<file path="src/rtl/lndr_pkg.sv">
// Shared constants and types for the longest non-decreasing run block.
package lndr_pkg;

  localparam int MaxElements = 512;
  localparam int ValW        = 32;
  localparam int AddrW       = $clog2(MaxElements);
  localparam int CntW        = $clog2(MaxElements + 1);
  localparam int LenW        = CntW;
  localparam int OutLenW     = 10;

  typedef struct packed {
    logic init;
    logic cmp_en;
  } scan_ctl_t;

endpackage

</file>
<file path="src/rtl/lndr_scan.sv">
// Shared compare unit: folds one stored entry per cycle into the best length.
module lndr_scan (
  input  logic                                 clk_i,
  input  lndr_pkg::scan_ctl_t                  ctl_i,
  input  logic signed [lndr_pkg::ValW-1:0]     sample_i,
  input  logic signed [lndr_pkg::ValW-1:0]     rd_value_i,
  input  logic        [lndr_pkg::LenW-1:0]     rd_len_i,
  output logic        [lndr_pkg::LenW-1:0]     len_o
);

  logic [lndr_pkg::LenW-1:0] len_q;
  logic [lndr_pkg::LenW-1:0] len_d;
  logic [lndr_pkg::LenW-1:0] cand;
  logic                      take;

  assign cand = rd_len_i + lndr_pkg::LenW'(1);
  assign take = ctl_i.cmp_en && (rd_value_i <= sample_i) && (cand > len_q);

  always_comb begin
    len_d = len_q;
    if (ctl_i.init) begin
      len_d = lndr_pkg::LenW'(1);
    end else if (take) begin
      len_d = cand;
    end
  end

  always_ff @(posedge clk_i) begin
    len_q <= len_d;
  end

  assign len_o = len_q;

endmodule

</file>
<file path="config.mk">
export PLATFORM = sky130hd
export DESIGN_NAME = lndr_scan
export DESIGN_NICKNAME = d
export VERILOG_FILES = /design/src/rtl/lndr_pkg.sv /design/src/rtl/lndr_scan.sv
export SDC_FILE = /design/constraint.sdc
export NUM_CORES = 1
export LEC_CHECK = 0
export BUFFER_PORTS_ARGS = -buffer_cell sky130_fd_sc_hd__buf_2
export CORE_UTILIZATION = 47
export CTS_BUF_LIST = sky130_fd_sc_hd__clkbuf_4 sky130_fd_sc_hd__clkbuf_8
export CTS_CLUSTER_DIAMETER = 120
export DETAILED_ROUTE_END_ITERATION = 16
export PLACE_DENSITY = 0.82
export SETUP_SLACK_MARGIN = 0.2
export SYNTH_ARGS = -nofsm -noshare
export SYNTH_HDL_FRONTEND = slang
export SYNTH_SLANG_ARGS = --single-unit
</file>
<file path="constraint.sdc">
create_clock -name clk_i -period 2.9 [get_ports clk_i]
set_input_delay 0.29 -clock clk_i [delete_from_list [all_inputs] [get_ports clk_i]]
set_output_delay 0.29 -clock clk_i [all_outputs]
set_load 0.02 [all_outputs]
</file>
==> metrics.md, run 1 <==
| Metric | Value |
|---|---|
| Status | complete, no violations |
| Largest area contributor in the netlist | ha_1 |
| Full die area | ~0.0037 mm2 |
| Hold buffers post-CTS | 0 |
| Peak Freq | about 400 MHz |
| Initial Util | between 40% and 50% |
| Rows | 21 |
| Slew Viols, Final | 0 |
| CTS tree | built |
| R2r startpoint | len_o[4] |
| Ys async rst share | 0% |
| Final Hold Vio Count | 0 |
| Post-CTS Resized | 0 |
| Die Y | slightly above 60 um |
| Antenna Violating Nets Remaining | 0 |
| Remaining DRCs | 0 |
| Max FFs per register | 10 |
| Leak | approximately 1.2 nW |
| Post-route clock period utilization | between 80% and 90% |
| Post-synth top flop | dfxtp_1 |
| Worst slew margin | between 50% and 60% |
| Layout cells sized above 1 | between 30% and 40% |
| Routed len/inst | between 10 and 15 um |
| Worst setup path start | rd_len_i[0] |
| Worst-case clock buffer depth | 2 |
| Max FO, Critical Path | 10 |
| Post-CTS Setup Bufs | 0 |
| Drt first pass iters | 4 |
| Worst-case vdd ir drop | approximately 0.096 mV |
| Synth top area cells | ha_1 33%, dfxtp_1 12%, inv_1 11% |
| WHS Endpoint | len_o[0] |
| Grt total ovfl | 0 |
| Required time worst endpoint | about 3.0 ns |
| Cell variety after synth | 36 |
| Sequential-to-total area share from yosys stat | around an eighth |
| Number of synthesized flops with an enable pin | 0 |
| Initial antenna violation count | 0 |
| Core ar. | 0.003337 mm2 |
| Fin worst setup slack | around 0.39 ns |
| Pwr Density | 246.7 mW/mm2 |
| Critical Setup Path Class | in2reg |
| I/O Pins | slightly below 90 |
| Final min period | 2.508 ns |
| Setup crit end kind | flip-flop |
| Critical path arrival | approximately 2.7 ns |
| Final Non-Filler Cells | roughly 340 |
| Worst Tran Pin Value | 0.6137 ns |
| Hold Path Cell Cnt | 2 |
| Clk Latency, worst-skew pair | approximately 0.27 ns |
| Vias in the first global route | between 1.5k and 2k |
| Worst hold path type | in2reg |
| Synthesized area | around 0.0016 mm2 |
| Global-route wire length before repair | approximately 6.3 mm |
| Root Buffer | clkbuf_4 |
| R2R setup slack | ~0.84 ns |
| Total GRT Usage | around 22% |
| Final GP Congestion | between 0.8 and 0.9 |
| N_diodes | 0 |
| Aggregate routed wire length | 3.968 mm |
| Syn. warnings | 0 |
| Syn Inst Count | 206 |
| Largest net degree at the start of global routing | 11 |
| Most common cell in the netlist | inv_1 |
| H-tree level count | 1 |
| Unrepaired setup endpoints after global routing | false |
| Avg Inst Size Synth | ~8 um2 |
| Setup WS pre-CTS | roughly 0.17 ns |
| FF-to-FF End | len_o[0] |
| Synthesis-to-layout area growth | 31.94% |
| Top-area cell type share of the netlist area | between 30% and 40% |
| Top cells by count, synth | 46 x inv_1, 43 x ha_1, 20 x nand2_1 |
| FF+latch count, synth | 10 |
| Inserted Clock Buffers | 3 |
| Setup violations, final | 0 |
| Hold_sp | rd_len_i[0] |
| Via Count | roughly 1.8k |
| TNS Setup | 0 ns |
| Depth of the worst register-to-register path | 7 |
| Final #Nets | between 400 and 500 |
| Clk sinks | 10 |
| Chip Width | approximately 61 um |
| CP Launch Type | input pin |
| Clock slew at reported path FFs | 0.07 ns |
| Skew final | just over 0.002 ns |
| IO buf count | 86 |
| DP HPWL | 3.532 mm |
| Maxcap violations | 0 |
| Syn nets | around 330 |
| First DRT Iteration DRCs | 43 |
| Placed cell count | around 340 |
| DR vias/cell | 5.120 |
[through the flow]
stage	area, um2	util [%]	hold slack, ns	total power [mW]
after floorplan	1642	-	0.3803	0.3081
after global placement	2130	63.82	0.4633	0.3983
after detailed placement	2130	63.82	0.4781	0.4082
after CTS	2166	64.90	0.2417	0.5362
after global routing	2166	64.90	0.2452	0.5752
final	2166	64.90	0.2490	0.5343
[how the worst max path moves through the flow]
stage / slack, ns / to / cells past startpoint
2_1_floorplan: 0.62 / len_o[0] / 12
3_3_place_gp: 0.31 / len_o[0] / 12
3_5_place_dp: 0.17 / len_o[0] / 12
4_1_cts: 0.47 / len_o[0] / 12
5_1_grt: 0.24 / len_o[0] / 12
6_report: 0.39 / len_o[0] / 12
[per-layer routing]
metal  vias to the layer above  part of all wire (%)  GRT usage (%)
li1                        906                     -              -
met1                       773                    41          21.80
met2                        64                    53          45.50
met3                         8                   3.9          2.941
met4                         0                   1.6          7.143
met5                         -                     0              0
[placed cells by master, fill, tap and decap left out, drive strengths merged]
cell type	netlist	routed
buf	0	86
inv	46	46
ha	43	43
nand2	20	20
a21oi	15	15
dfxtp	10	10
o2bb2ai	9	9
nand4	9	9
nand3	8	8
nor2	7	7
o21ai	7	7
xnor2	5	5
clkbuf	0	4
xor2	3	3
nor4	3	3
a21o	2	2
a31oi	2	2
a2111oi	1	1
a22oi	1	1
a32o	1	1
a211oi	1	1
a221oi	1	1
nor2b	1	1
o211ai	1	1
or3	1	1
nand3b	1	1
a21boi	1	1
nor4b	1	1
o31a	1	1
o221ai	1	1
clkinv	1	1
nor3	1	1
or2	1	1
a2bb2oi	1	1
[worst max-delay path, stage by stage]
cell	delay [ns]
buf_2	0.12
ha_1	0.21
nand2_1	0.07
nor2_1	0.19
nand3_1	0.13
xnor2_1	0.25
ha_1	0.29
nand4_1	0.11
o31a_1	0.12
o221ai_1	0.21
nor4_4	0.52
a2bb2oi_1	0.13
[logic make-up after synthesis]
| kind of cell | share of synthesized area [%] |
|---|---|
| adders and majority gates | 32.77 |
| and+or+nand+nor | 19.21 |
| DFF | 12.20 |
| AOI/OAI and AO/OA | 20.81 |
| xor gates and xnor gates | 4.268 |
| buffers and inverters | 10.75 |
[power breakdown]
group | leakage [nW] | internal [mW] | switching, mW
Sequential | 0.0812 | 0.144 | 0.00571
Clock | 0.0210 | 0.0763 | 0.0529
Combinational | 1.06 | 0.119 | 0.136
Total | 1.17 | 0.340 | 0.195
[cell type report]
class,instances,area [um2]
sequential,10,200.2
multi-input combinational,149,1265
timing repair buffer,86,430.4
tap,46,57.56
inverter,47,176.4
clock buffer,4,36.28
fill,319,1171
Power figures use the tool's default switching activity.
==> run 2: changes to the inputs <==
--- a/config.mk
+++ b/config.mk
@@ -5,10 +5,12 @@
 export SDC_FILE = /design/constraint.sdc
 export NUM_CORES = 1
 export LEC_CHECK = 0
+export ABC_AREA = 1
 export BUFFER_PORTS_ARGS = -buffer_cell sky130_fd_sc_hd__buf_2
-export CORE_UTILIZATION = 47
+export CORE_UTILIZATION = 48
 export CTS_BUF_LIST = sky130_fd_sc_hd__clkbuf_4 sky130_fd_sc_hd__clkbuf_8
 export CTS_CLUSTER_DIAMETER = 120
+export CTS_CLUSTER_SIZE = 10
 export DETAILED_ROUTE_END_ITERATION = 16
 export PLACE_DENSITY = 0.82
 export SETUP_SLACK_MARGIN = 0.2
==> run 2 against run 1 <==
  * Critical path depth up 6
  * Via count up 8.6%
  * Final cell count up 20%
  * Clock skew down 0.0014 ns
  * Hold slack better by 0.13 ns
  * Synthesized cell count up 34%
==> metrics.md, run 2 <==
| Metric | Value |
|---|---|
| Status | complete, no violations |
| Largest net degree at the start of global routing | 21 |
| Layout fillers | 314 |
| Hold_sp | rd_len_i[0] |
| Drt first pass iters | 4 |
| Setup violations, final | 0 |
| Full die area | roughly 0.004 mm2 |
| Placed Area | approximately 0.0022 mm2 |
| Leak | around 1.4 nW |
| Sequential cell area | 200.2 um2 |
| Critical path arrival | 2.54 ns |
| Remaining DRCs | 0 |
| Post-route clock period utilization | approximately four fifths |
| Post-synth top flop | dfxtp_1 |
| Synth Area in Adders | 30.74% |
| Area of the multi-input gates | roughly 0.0013 mm2 |
| H-tree level count | 1 |
| Unrepaired setup endpoints after global routing | false |
| FF+latch count, synth | 10 |
| GR Util met2 | between 40 and 50% |
| Global-route wire length before repair | between 6 and 7 mm |
| Synth top area cells | ha_1 31%, inv_1 15%, nand2_1 13% |
| CP Launch Type | input pin |
| Post-CTS Resized | 0 |
| Pwr Density | approximately 260 mW/mm2 |
| Share of power burned in registers | around 28% |
| Top-area cell type share of the netlist area | a little under a third |
| Syn. warnings | 0 |
| Simple-Gate Fraction of Synth Area | 26.16% |
| Design area | approximately 0.0022 mm2 |
| N_diodes | 0 |
| Max FO, Critical Path | 12 |
| Final GP Congestion | roughly 0.89 |
| Clock network fraction of total power | 16.0% |
| Cell Int Power | approximately 350 uW |
| Fin worst setup slack | approximately 0.52 ns |
| Initial Util | between 50% and 60% |
| Die Y | between 60 and 70 um |
| Synthesis-to-layout area growth | 28.38% |
| Hold buffers post-CTS | 0 |
| Routed len/inst | just over 9 um |
| DR vias/cell | roughly 4.6 |
| Syn nets | about 400 |
| Final Hold Vio Count | 0 |
| TNS Setup | 0 ns |
| Sequential-to-total area share from yosys stat | 11.44% |
| Cell variety after synth | 23 |
| Inserted Clock Buffers | 3 |
| Initial antenna violation count | 0 |
| Commonest non-fill, non-tap cells in the layout | 86 x buf_2, 70 x inv_1, 60 x nand2_1 |
| Required time worst endpoint | 3.06 ns |
| Chip Width | between 60 and 70 um |
| Busiest layer in global routing | met2 |
| CTS tree | built |
| Clk Latency, worst-skew pair | approximately 0.26 ns |
| Final min period | between 2 and 2.5 ns |
| Root Buffer | clkbuf_4 |
| Setup WS pre-CTS | 0.2623 ns |
| First DRT Iteration DRCs | 62 |
| Antenna Violating Nets Remaining | 0 |
| Critical Setup Path Class | in2reg |
| M3 GR Usage | 2.920% |
| Most common cell in the netlist | inv_1 |
| Worst Tran Pin Value | approximately 0.39 ns |
| Main combinational cell family by area after synthesis | adder cells |
| Switching part of the total | approximately two fifths |
| Grt total ovfl | 0 |
| Slew Viols, Final | 0 |
| Total GRT Usage | between 20% and 30% |
| Rows | 21 |
| Core ar. | about 0.0034 mm2 |
| Max FFs per register | 10 |
| Number of synthesized flops with an enable pin | 0 |
| Finished Core Util | about 66% |
| Ys async rst share | 0% |
| R2r startpoint | len_o[5] |
| Clk sinks | 10 |
| Via Count | 1901 |
| Total net switching power | 245.9 uW |
| Synth Area in Compound Gates | 11.29% |
| Layout cells sized above 1 | a little over a quarter |
| Most common library cell in the layout ignoring fill and taps | buf_2 |
| Maxcap violations | 0 |
| Worst hold path type | in2reg |
| Vias in the first global route | ~1.8k |
| IO buf count | 86 |
| Post-CTS Setup Bufs | 0 |
| Worst-case vdd ir drop | roughly 0.17 mV |
| Largest area contributor in the netlist | ha_1 |
| I/O Pins | 87 |
| Share of total power in combinational logic | between 50% and 60% |
| Worst setup path start | rd_len_i[2] |
| Worst slew margin | roughly three quarters |
| Post-synthesis xor/xnor area fraction | under 10% |
| Syn Inst Count | roughly 280 |
| DP HPWL | 3.403 mm |
| Top cells by count, synth | 70 x inv_1, 60 x nand2_1, 43 x ha_1 |
| Skew final | 0.0005908 ns |
| Clock slew at reported path FFs | 0.06 ns |
| Setup crit end kind | flip-flop |
| Avg Inst Size Synth | around 6.3 um2 |
| Peak Freq | ~420 MHz |
| GR met1 Demand/Resource | approximately a quarter |
| Post-synthesis mux area share | 0% |
| Aggregate routed wire length | about 3.8 mm |
| Synthesized area | around 0.0018 mm2 |
| Worst-case clock buffer depth | 2 |
| Final #Nets | ~490 |
[run 2: cell types whose count changed after synthesis, sizes merged, moves of 4 or more]
| cell | delta |
|---|---|
| xnor2 | -5 |
| nand2 | +41 |
| xor2 | +4 |
| nand3 | +7 |
| o2bb2ai | -9 |
| buf | +4 |
| nor2 | +13 |
| a21oi | +12 |
| nand4 | -4 |
| inv | +24 |
[run 2: logic make-up (layout without fill, tap and decap cells)]
kind of cell | after synthesis | in the layout
DFF | 10 | 10
xor gates and xnor gates | 7 | 7
adders and majority gates | 43 | 43
and+or+nand+nor | 104 | 104
buffers and inverters | 75 | 162
AOI/OAI and AO/OA | 37 | 37
[run 2: worst paths after layout]
path | slack (ns) | depth (start not counted) | to
worst min-delay path | 0.38 | 3 | len_o[0]
worst min register to register | 0.50 | 2 | len_o[0]
worst max-delay path | 0.52 | 18 | len_o[2]
worst max register to register | 1.00 | 16 | len_o[3]
[run 2: power by group through the flow]
stage	clock (mW)	combinational, mW	sequential [mW]
6_report	0.0949	0.334	0.164
5_1_grt	0.107	0.389	0.167
4_1_cts	0.0977	0.337	0.165
3_5_place_dp	0	0.335	0.168
3_3_place_gp	0	0.325	0.167
2_1_floorplan	0	0.209	0.185
[run 2: per-layer routing]
metal / part of all wire, % / wire length (um)
met5: 0 / 0
met4: 0.34 / 13
met2: 51 / 1944
met3: 4.3 / 162
met1: 44 / 1684
[run 2: final cells by class]
| type | instances | share of cell area [%] |
|---|---|---|
| Timing Repair Buffer | 88 | 19.82 |
| Sequential cell | 10 | 8.909 |
| Multi-Input combinational cell | 191 | 55.85 |
| Inverter | 71 | 11.86 |
| Clock buffer | 3 | 1.002 |
| Tap cell | 46 | 2.561 |
[run 2: metrics by stage]
stage                     power (mW)  hold slack, ns  cells
after global placement        0.4923          0.4674    406
final                         0.5937          0.3786    409
after floorplan               0.3938          0.4872    276
after CTS                     0.5996          0.3773    409
after global routing          0.6623          0.3984    409
after detailed placement      0.5026          0.4854    406
[run 2: worst max-delay path, cell delays in order]
cell	delay [ns]
buf_2	0.11
nand3_1	0.12
nor2_1	0.19
nand4_1	0.14
and3b_1	0.25
xor2_1	0.20
inv_1	0.07
ha_1	0.29
nand2_1	0.05
inv_1	0.06
nand4_1	0.07
o21ai_0	0.16
inv_1	0.05
nand2_1	0.06
inv_1	0.04
buf_4	0.17
a21oi_1	0.15
nor2_1	0.06
